$ cat src/sv/upsd_pkg.sv
`default_nettype none

package upsd_pkg;

   // Raw characters with a meaning of their own
   localparam logic [7:0] EscChar   = 8'h25;
   localparam logic [7:0] SplitChar = 8'h2F;
   localparam int unsigned HexRadix = 16;

   // Command queue between the front and the back
   localparam int unsigned CmdDepth = 4;
   localparam int unsigned CmdPtrW  = $clog2(CmdDepth);
   localparam int unsigned CmdCntW  = $clog2(CmdDepth + 1);

   // Result queue at the rsp_ ports
   localparam int unsigned RspDepth = 2;
   localparam int unsigned RspPtrW  = $clog2(RspDepth);
   localparam int unsigned RspCntW  = $clog2(RspDepth + 1);

   typedef struct packed {
      logic [7:0] in_byte;
      logic       end_of_uri;
   } req_type;

   typedef struct packed {
      logic [7:0] out_byte;
      logic       element_last;
   } rsp_type;

   typedef enum logic [3:0] {
      KIND_DATA  = 4'b0001,
      KIND_ESC   = 4'b0010,
      KIND_SPLIT = 4'b0100,
      KIND_END   = 4'b1000
   } kind_type;

   typedef struct packed {
      kind_type   kind;
      logic [7:0] raw;
      logic       is_hex;
      logic [3:0] nibble;
   } cmd_type;

endpackage

`default_nettype wire

$ cat src/sv/upsd_front.sv
`default_nettype none

module upsd_front (
   input  wire logic             clock,
   input  wire logic             reset,
   input  wire logic             req_push,
   output logic                  req_full,
   input  wire upsd_pkg::req_type req_data,
   output logic                  cmd_valid,
   output upsd_pkg::cmd_type     cmd_head,
   input  wire logic             cmd_take
);

   upsd_pkg::cmd_type              store_ff [upsd_pkg::CmdDepth];
   logic [upsd_pkg::CmdPtrW-1:0]   wr_ptr_ff, wr_ptr_in;
   logic [upsd_pkg::CmdPtrW-1:0]   rd_ptr_ff, rd_ptr_in;
   logic [upsd_pkg::CmdCntW-1:0]   count_ff, count_in;
   upsd_pkg::cmd_type              cmd_new;
   logic                           accept;

   // Classify the raw character and decode its hex value up front
   always_comb begin
      cmd_new.raw    = req_data.in_byte;
      cmd_new.is_hex = 1'b0;
      cmd_new.nibble = 4'd0;
      if (req_data.in_byte >= 8'h30 && req_data.in_byte <= 8'h39) begin
         cmd_new.is_hex = 1'b1;
         cmd_new.nibble = 4'(req_data.in_byte - 8'h30);
      end else if (req_data.in_byte >= 8'h61 && req_data.in_byte <= 8'h66) begin
         cmd_new.is_hex = 1'b1;
         cmd_new.nibble = 4'(req_data.in_byte - 8'h57);
      end else if (req_data.in_byte >= 8'h41 && req_data.in_byte <= 8'h46) begin
         cmd_new.is_hex = 1'b1;
         cmd_new.nibble = 4'(req_data.in_byte - 8'h37);
      end
      if (req_data.end_of_uri) begin
         cmd_new.kind = upsd_pkg::KIND_END;
      end else if (req_data.in_byte == upsd_pkg::SplitChar) begin
         cmd_new.kind = upsd_pkg::KIND_SPLIT;
      end else if (req_data.in_byte == upsd_pkg::EscChar) begin
         cmd_new.kind = upsd_pkg::KIND_ESC;
      end else begin
         cmd_new.kind = upsd_pkg::KIND_DATA;
      end
   end

   assign req_full  = (count_ff == upsd_pkg::CmdCntW'(upsd_pkg::CmdDepth));
   assign accept    = req_push && !req_full;
   assign cmd_valid = (count_ff != '0);
   assign cmd_head  = store_ff[rd_ptr_ff];

   always_comb begin
      wr_ptr_in = wr_ptr_ff;
      rd_ptr_in = rd_ptr_ff;
      count_in  = count_ff;
      if (accept) begin
         wr_ptr_in = wr_ptr_ff + 1'b1;
      end
      if (cmd_take) begin
         rd_ptr_in = rd_ptr_ff + 1'b1;
      end
      if (accept && !cmd_take) begin
         count_in = count_ff + 1'b1;
      end else if (!accept && cmd_take) begin
         count_in = count_ff - 1'b1;
      end
   end

   always_ff @(posedge clock) begin
      if (reset) begin
         wr_ptr_ff <= '0;
         rd_ptr_ff <= '0;
         count_ff  <= '0;
      end else begin
         wr_ptr_ff <= wr_ptr_in;
         rd_ptr_ff <= rd_ptr_in;
         count_ff  <= count_in;
      end
   end

   always_ff @(posedge clock) begin
      if (accept) begin
         store_ff[wr_ptr_ff] <= cmd_new;
      end
   end

endmodule

`default_nettype wire

$ cat src/sv/upsd_back.sv
`default_nettype none

module upsd_back (
   input  wire logic              clock,
   input  wire logic              reset,
   input  wire logic              cmd_valid,
   input  wire upsd_pkg::cmd_type cmd_head,
   output logic                   cmd_take,
   output logic                   rsp_empty,
   input  wire logic              rsp_pop,
   output upsd_pkg::rsp_type      rsp_data
);

   typedef enum logic [2:0] {
      PH_OUT = 3'b001,
      PH_P1  = 3'b010,
      PH_P2  = 3'b100
   } phase_type;

   phase_type                     phase_ff, phase_in;
   logic                          hi_hex_ff, hi_hex_in;
   logic [3:0]                    hi_nib_ff, hi_nib_in;
   logic [7:0]                    held_ff, held_in;
   logic                          held_valid_ff, held_valid_in;

   upsd_pkg::rsp_type             queue_ff [upsd_pkg::RspDepth];
   logic [upsd_pkg::RspPtrW-1:0]  wr_ptr_ff, wr_ptr_in;
   logic [upsd_pkg::RspPtrW-1:0]  rd_ptr_ff, rd_ptr_in;
   logic [upsd_pkg::RspCntW-1:0]  count_ff, count_in;

   logic                          fire;
   logic                          emit;
   upsd_pkg::rsp_type             emit_data;
   logic                          deq;

   assign fire     = cmd_valid && (count_ff != upsd_pkg::RspCntW'(upsd_pkg::RspDepth));
   assign cmd_take = fire;

   always_comb begin
      phase_in       = phase_ff;
      hi_hex_in      = hi_hex_ff;
      hi_nib_in      = hi_nib_ff;
      held_in        = held_ff;
      held_valid_in  = held_valid_ff;
      emit           = 1'b0;
      emit_data.out_byte     = held_ff;
      emit_data.element_last = 1'b0;
      if (fire) begin
         if (cmd_head.kind == upsd_pkg::KIND_END ||
             cmd_head.kind == upsd_pkg::KIND_SPLIT) begin
            // Close the element: release the held byte as last
            emit                   = held_valid_ff;
            emit_data.element_last = 1'b1;
            held_valid_in          = 1'b0;
            phase_in               = PH_OUT;
            if (cmd_head.kind == upsd_pkg::KIND_END) begin
               hi_hex_in = 1'b0;
               hi_nib_in = 4'd0;
               held_in   = 8'd0;
            end
         end else begin
            unique case (phase_ff)
               PH_P1: begin
                  hi_hex_in = cmd_head.is_hex;
                  hi_nib_in = cmd_head.nibble;
                  phase_in  = PH_P2;
               end
               PH_P2: begin
                  phase_in = PH_OUT;
                  if (hi_hex_ff && cmd_head.is_hex) begin
                     emit          = held_valid_ff;
                     held_in       = {hi_nib_ff, cmd_head.nibble};
                     held_valid_in = 1'b1;
                  end
               end
               default: begin
                  phase_in = PH_OUT;
                  if (cmd_head.kind == upsd_pkg::KIND_ESC) begin
                     phase_in = PH_P1;
                  end else begin
                     emit          = held_valid_ff;
                     held_in       = cmd_head.raw;
                     held_valid_in = 1'b1;
                  end
               end
            endcase
         end
      end
   end

   // Result queue
   assign rsp_empty = (count_ff == '0);
   assign deq       = rsp_pop && !rsp_empty;
   assign rsp_data  = queue_ff[rd_ptr_ff];

   always_comb begin
      wr_ptr_in = wr_ptr_ff;
      rd_ptr_in = rd_ptr_ff;
      count_in  = count_ff;
      if (emit) begin
         wr_ptr_in = wr_ptr_ff + 1'b1;
      end
      if (deq) begin
         rd_ptr_in = rd_ptr_ff + 1'b1;
      end
      if (emit && !deq) begin
         count_in = count_ff + 1'b1;
      end else if (!emit && deq) begin
         count_in = count_ff - 1'b1;
      end
   end

   always_ff @(posedge clock) begin
      if (reset) begin
         phase_ff      <= PH_OUT;
         held_valid_ff <= 1'b0;
         hi_hex_ff     <= 1'b0;
         wr_ptr_ff     <= '0;
         rd_ptr_ff     <= '0;
         count_ff      <= '0;
      end else begin
         phase_ff      <= phase_in;
         held_valid_ff <= held_valid_in;
         hi_hex_ff     <= hi_hex_in;
         wr_ptr_ff     <= wr_ptr_in;
         rd_ptr_ff     <= rd_ptr_in;
         count_ff      <= count_in;
      end
   end

   always_ff @(posedge clock) begin
      hi_nib_ff <= hi_nib_in;
      held_ff   <= held_in;
      if (emit) begin
         queue_ff[wr_ptr_ff] <= emit_data;
      end
   end

endmodule

`default_nettype wire

$ cat src/sv/uri_path_split_percent_decode.sv
`default_nettype none

// Channel  | Ports                          | Beat
// ---------+--------------------------------+-----------------------------------
// request  | req_push, req_full, req_data   | one raw URI byte or end-of-URI mark
// response | rsp_pop, rsp_empty, rsp_data   | one decoded byte, last-of-element
//
// One request beat per cycle while req_full is low; the back end retires one
// command per cycle from a four-entry command queue while the result queue has
// room. A decoded byte is released by the next decoded byte, slash or end mark;
// after that releasing beat it passes the command queue and then the two-entry
// result queue before it sits on rsp_data and can be popped.
// Synchronous reset empties both queues and returns the decoder to outside an
// escape with nothing held.
// req_full rises only when the command queue fills, which happens when the
// result queue stays full because rsp_pop is held low.

module uri_path_split_percent_decode (
   input  wire logic              clock,
   input  wire logic              reset,
   input  wire logic              req_push,
   output logic                   req_full,
   input  wire upsd_pkg::req_type req_data,
   output logic                   rsp_empty,
   input  wire logic              rsp_pop,
   output upsd_pkg::rsp_type      rsp_data
);

   logic              cmd_valid;
   logic              cmd_take;
   upsd_pkg::cmd_type cmd_head;

   // Front: classify each raw byte and queue it as a command
   upsd_front u_front (
      .clock     (clock),
      .reset     (reset),
      .req_push  (req_push),
      .req_full  (req_full),
      .req_data  (req_data),
      .cmd_valid (cmd_valid),
      .cmd_head  (cmd_head),
      .cmd_take  (cmd_take)
   );

   // Back: run escape decoding, hold one byte back, queue results
   upsd_back u_back (
      .clock     (clock),
      .reset     (reset),
      .cmd_valid (cmd_valid),
      .cmd_head  (cmd_head),
      .cmd_take  (cmd_take),
      .rsp_empty (rsp_empty),
      .rsp_pop   (rsp_pop),
      .rsp_data  (rsp_data)
   );

endmodule

`default_nettype wire

$ cat config.mk
export PLATFORM = sky130hd
export DESIGN_NAME = uri_path_split_percent_decode
export DESIGN_NICKNAME = d
export VERILOG_FILES = /design/src/sv/upsd_pkg.sv /design/src/sv/upsd_front.sv /design/src/sv/upsd_back.sv /design/src/sv/uri_path_split_percent_decode.sv
export SDC_FILE = /design/constraint.sdc
export NUM_CORES = 1
export LEC_CHECK = 0
export ABC_AREA = 1
export ABC_CLOCK_PERIOD_IN_PS = 6300
export BUFFER_PORTS_ARGS = -buffer_cell sky130_fd_sc_hd__buf_2
export CAP_MARGIN = 40
export CORE_MARGIN = 2
export CORE_UTILIZATION = 65
export DETAILED_ROUTE_END_ITERATION = 8
export PLACE_DENSITY = 0.93
export SYNTH_ARGS = -nofsm -noshare
export SYNTH_HDL_FRONTEND = slang
export SYNTH_SLANG_ARGS = --single-unit
$ cat constraint.sdc
create_clock -name clock -period 6.3 [get_ports clock]
set_input_delay 1.575 -clock clock [delete_from_list [all_inputs] [get_ports clock]]
set_output_delay 1.575 -clock clock [all_outputs]
set_load 0.03 [all_outputs]
==> results of run 1 <==
==> Yosys cell counts, types with 2 or more instances <==
master    number
nand2_4        2
inv_2          4
mux2i_1        2
a32o_1         2
o21ai_0       35
nand2_2        7
edfxtp_1      98
buf_6          3
a21oi_1       23
nand3_1       19
ha_1           9
nand4_1        2
clkbuf_1       4
o22ai_1        8
o211ai_1       2
dfxtp_1       19
inv_1         39
and3_1         2
buf_2          6
a31oi_1        2
nand2_1       71
nand3_2        6
mux2_2         9
nor2_1        50
==> stage by stage <==
| stage | worst slack [ns] | util (%) |
|---|---|---|
| CTS | 3.08 | 76.0 |
| global route | 2.84 | 76.0 |
| global placement | 3.31 | 68.8 |
| floorplan | 3.43 | - |
| detailed placement | 3.15 | 68.8 |
| finish | 3.06 | 76.0 |
==> worst paths after layout <==
check	from	to	slack (ns)
max	register	u_back.held_ff[5]	3.06
min	u_back.held_ff[4]	u_back.queue_ff[1][5]	0.45
max reg2reg	register	u_back.held_ff[5]	3.06
min reg2reg	u_back.held_ff[4]	u_back.queue_ff[1][5]	0.45
==> cell type report <==
type,count,area [µm²]
sequential,117,3320
timing repair buffer,28,153
fill,446,1840
tap,102,128
clock inverter,9,50.0
multi-input combinational,266,1490
inverter,45,173
clock buffer,23,499
==> logic make-up after synthesis <==
kind of cell	count (synthesis)	synth area share (%)
simple gates	167	15.3
xor+xnor	1	0.173
fa+ha+maj	10	2.62
mux	11	2.40
buf+inv	59	5.11
compound gates	77	8.81
flops	117	65.6
==> sequential cells by signal (all words and copies together), names as in the netlist, named ones only <==
| register | flops |
|---|---|
| u_front.wr_ptr_ff | 2 |
| u_back.queue_ff | 18 |
| u_front.rd_ptr_ff | 2 |
| u_front.count_ff | 3 |
| u_back.held_ff | 8 |
| u_back.phase_ff | 3 |
| u_back.held_valid_ff | 1 |
| u_back.rd_ptr_ff | 1 |
| u_back.hi_hex_ff | 1 |
| u_back.count_ff | 2 |
| u_back.wr_ptr_ff | 1 |
| u_front.store_ff | 68 |
| u_back.hi_nib_ff | 4 |
==> worst max-delay path, cell delays in order, from the launching register on <==
cell and delay (ns):
dfxtp_1 0.92, inv_2 0.38, nand3_1 0.20, nand2_1 0.12
nand2_4 0.10, nand2_1 0.09, nor2_4 0.28, nand2_2 0.13
a21boi_1 0.63
==> metal layers <==
layer,up-vias,global-route usage [%],part of all wire (%)
li1,1604,-,-
met1,1625,30.3,38
met2,178,45.2,53
met3,28,6.51,6.7
met4,0,10.4,2.7
met5,-,0,0
==> power by group <==
part           switching (µW)  total [µW]  internal, µW
sequential               83.7        1130          1050
clock                     322         867           544
combinational             623         892           268
==> metrics.yaml, run 1 <==
mostFrequentLayoutCells: "edfxtp_1 (98), nand2_1 (71), nor2_1 (50)"
gp_congestion: 0.886
drt-pass1-iter-count: 5
crit_type: "register to register"
start_kind: "register"
ant_nets: 0
rsz0062_at_grt: "no"
fin_area_um2: 5810
cp.required_ns: 6.44
synth_area_per_cell_um2: 11.5
holdBufCountCts: 0
initial_core_util_pct: 66.3
grt_util_all_layers_pct: 25.7
clk_pin_slew_worst_paths_ns: 0.05
mostFrequentLayoutCell: "edfxtp_1"
grt_pass1_wl_mm: 16.2
dpl-instance-area_um2: 5260
cap_violations: 0
place_hpwl_mm: 6.15
overflow: 0
diodes: 0
ys_warn_count: 0
min_period_ns: 3.24
antenna_found_initial: 0
dieHeight_um: 92.3
worstRegToRegCells: 8
end_kind: "register"
path_max_fanout: 22
die_area_um2: 8520
synth.yosys.seq_area_share_pct: 65.6
worstPathArrival_ns: 3.39
ir_drop_uv: 312
synth_seq_cells: 117
setup_viol_count_final: 0
drt_iter0_markers: 337
numCtsBuffers: 17
hold_viol_final: 0
top_level_ports: 24
port_buffers: 23
syn_inst: 442
tns_ns: 0
final_max_slew_viol_count: 0
clock_latency_ns: 0.52
synth_cell_types: 42
dp_cells: 558
p_leak_uw: 0.00229
holdWs_ns: 0.451
ys_top_cells_by_area: "edfxtp_1 (58%), dfxtp_1 (7.5%), nand2_1 (5.3%)"
cts_sinks: 117
drc: 0
hold_class: "register to register"
totalWireLength_mm: 10.2
syn_nets: 465
hold_depth: 0
grt_pass1_vias: 3251
drt-vias-per-instance: 5.82
area_growth_pct: 14.7
grt_max_degree: 37
synth_top_area_cell: "edfxtp_1"
cts_root_buf: "clkbuf_8"
slew_headroom_pct: 38.7
drive_gt1_share_pct: 18.9
cts_setup_buffers: 0
synth_edf_count: 98
synthArstFlopShare_pct: 0
wl_per_cell_um: 17.3
fmax_mhz: 309
fin_crit_sh_pct: 51.5
yosys_most_used_dff: "edfxtp_1"
cts_buffer_depth: 2
worst_pin_slew_ns: 0.918
finalNonFillerCells: 590
powerDensity_nw_per_um2: 498
synth_top_area_share_pct: 58.1
power.total_uw: 2890
design.core.area_um2: 7650
post_cts_resized: 0
htreeDepth: 4
via_count: 3435
die_x_um: 92.3
syn_area_um2: 5070
cts_tree: "yes"
status: "finished clean"
layout.nets: 498
fin_skew_ns: 0.00925
rows: 32
Note: power is estimated with default switching activity, not from simulation.
==> run 2: changes to the inputs <==
Settings changed: ABC_CLOCK_PERIOD_IN_PS 6300 to 2900, CORE_UTILIZATION 65 to 55, PLACE_DENSITY 0.93 to 0.84.
Clock period 6.3 ns to 2.9 ns, I/O delays scaled along.
==> run 2 against run 1 <==
  * Sequential share of layout area down 0.29 points
  * Largest cell class unchanged
  * Via count down 1.7%
  * Sequential power up 120%
  * Worst setup slack worse by 2.6 ns
  * Combinational power up 120%
  * Critical path type unchanged
  * Register-to-register slack worse by 2.6 ns
  * Die area up 17%
  * Maximum frequency up 34%
  * Largest power group unchanged
  * Non-clock buffer count up 4
==> metrics.yaml, run 2 (synthesis gave the netlist of run 1 again) <==
antenna_found_initial: 0  # unchanged
rsz0062_at_grt: "no"
grt_pass1_vias: 3287  # +1.1%
grt_max_degree: 34  # -8.1%
largestRegisters: "u_front.store_ff x68, u_back.queue_ff x18, u_back.held_ff x8"
status: "finished clean"
min_period_ns: 2.41  # -0.828 ns
slew_headroom_pct: 66.6  # +28 points
cts_buffer_depth: 2  # unchanged
powerDensity_nw_per_um2: 1070  # +110%
clock_latency_ns: 0.52  # about the same
via_count: 3375  # -1.7%
crit_slowest_cell: "dfxtp_1"
numCtsBuffers: 17  # unchanged
drive_gt1_share_pct: 20.3  # +1.5 points
cp.required_ns: 3.30  # -3.14 ns
drc: 0  # unchanged
worst_pin_slew_ns: 0.496  # -0.422 ns
fin_skew_ns: 0.00698  # -0.00228 ns
wl_per_cell_um: 16.0  # -7.7%
top_level_ports: 24  # unchanged
design.core.area_um2: 9110  # +19%
path_max_fanout: 18  # -18%
rows: 35  # +9.4%
grt_util_all_layers_pct: 20.1  # -5.6 points
critPathMostFrequentCell: "nand2_1"
cap_violations: 0  # unchanged
cp_cell_sequence: "buf_4 > nand2_1 > nand3_1 > nand2_2 > nor2_2 > nand2_1 > nand2_1 > nand3_2 > nand2_1 > inv_1 > ha_1 > a21oi_1 > o21ai_0 > o21ai_0 > a21oi_1"
holdBufCountCts: 0  # unchanged
cts_setup_buffers: 0  # unchanged
dieHeight_um: 100  # +8.3%
end_kind: "register"
p_leak_uw: 0.00229  # +0.25%
drt_iter0_markers: 357  # +5.9%
mostFrequentLayoutCells: "edfxtp_1 (98), nand2_1 (71), nor2_1 (50)"
hold_viol_final: 0  # unchanged
final_max_slew_viol_count: 0  # unchanged
drt-vias-per-instance: 5.60  # -3.9%
crit_type: "register to register"
ant_nets: 0  # unchanged
start_kind: "register"
cts_tree: "yes"
area_growth_pct: 15.3
htreeDepth: 4  # unchanged
fmax_mhz: 414  # +34%
setup_viol_count_final: 0  # unchanged
fin_crit_sh_pct: 83.2  # +32 points
slowest_delay_ns: 0.45  # -0.47 ns
die_x_um: 100  # +8.3%
power.total_uw: 6220  # +120%
overflow: 0  # unchanged
tns_ns: 0  # unchanged
regMostFlops: "u_front.store_ff"
worstPathArrival_ns: 2.82  # -0.57 ns
drt-pass1-iter-count: 5  # unchanged
grt_pass1_wl_mm: 15.2  # -5.8%
die_area_um2: 10000  # +17%
place_hpwl_mm: 6.13  # -0.33%
totalWireLength_mm: 9.65  # -5.6%
hold_class: "register to register"
layout.nets: 502  # +0.80%
diodes: 0  # unchanged
initial_core_util_pct: 55.6  # -11 points
cts_root_buf: "clkbuf_8"
cts_sinks: 117  # unchanged
clk_pin_slew_worst_paths_ns: 0.06  # about the same
mostFrequentLayoutCell: "edfxtp_1"
ir_drop_uv: 384  # +23%
port_buffers: 23  # unchanged
post_cts_resized: 0  # unchanged
largest_register_ffs: 68  # unchanged
gp_congestion: 0.859  # -3.1%
## run 2: area by class of cell
cell class              instances  area [µm²]
flip-flops and latches        117        3320
fillers                       659        3270
multi-input cells             266        1490
clock buffers                  17         414
repair buffers                 32         183
inverters                      45         173
well taps                     111         139
clock inverters                15         124
## run 2: metal layers
layer	GRT usage, %	wire length, µm	vias to the layer above
met3	4.67	630	23
met4	10.7	189	0
li1	-	-	1610
met2	34.5	4980	146
met5	0	0	-
met1	23.6	3850	1596
## run 2: final timing paths
check	from	end	slack (ns)	depth (start not counted)
setup reg to reg	register	u_back.count_ff[1]	0.49	15
hold / removal	u_back.held_ff[5]	u_back.queue_ff[0][6]	0.45	0
setup / recovery	register	u_back.count_ff[1]	0.49	15
hold reg to reg	u_back.held_ff[5]	u_back.queue_ff[0][6]	0.45	0
## run 2: critical path, delay by kind of cell, from the launching register on
kind / cells / cell delay, ns
compound gates: 4 / 0.42
simple gates: 8 / 0.82
buf+inv: 2 / 0.32
flops: 1 / 0.45
fa+ha+maj: 1 / 0.29
## run 2: power by group
| group | leakage (µW) | internal [µW] | total [µW] | switching (µW) |
|---|---|---|---|---|
| logic | 0.000994 | 624 | 1940 | 1320 |
| registers | 0.00105 | 2270 | 2430 | 157 |
| clock network | 0.000250 | 1070 | 1850 | 784 |
## run 2: metrics by stage
stage               instance area (µm²)  utilization (%)  setup slack, ns  hold slack (ns)  std cells
CTS                                5840             64.1            0.478            0.437        603
floorplan                          5070                -            0.880            0.421        442
detailed placement                 5300             58.2            0.554            0.440        571
global route                       5840             64.1            0.297            0.438        603
finish                             5840             64.1            0.486            0.449        603
global placement                   5300             58.2            0.643            0.424        571
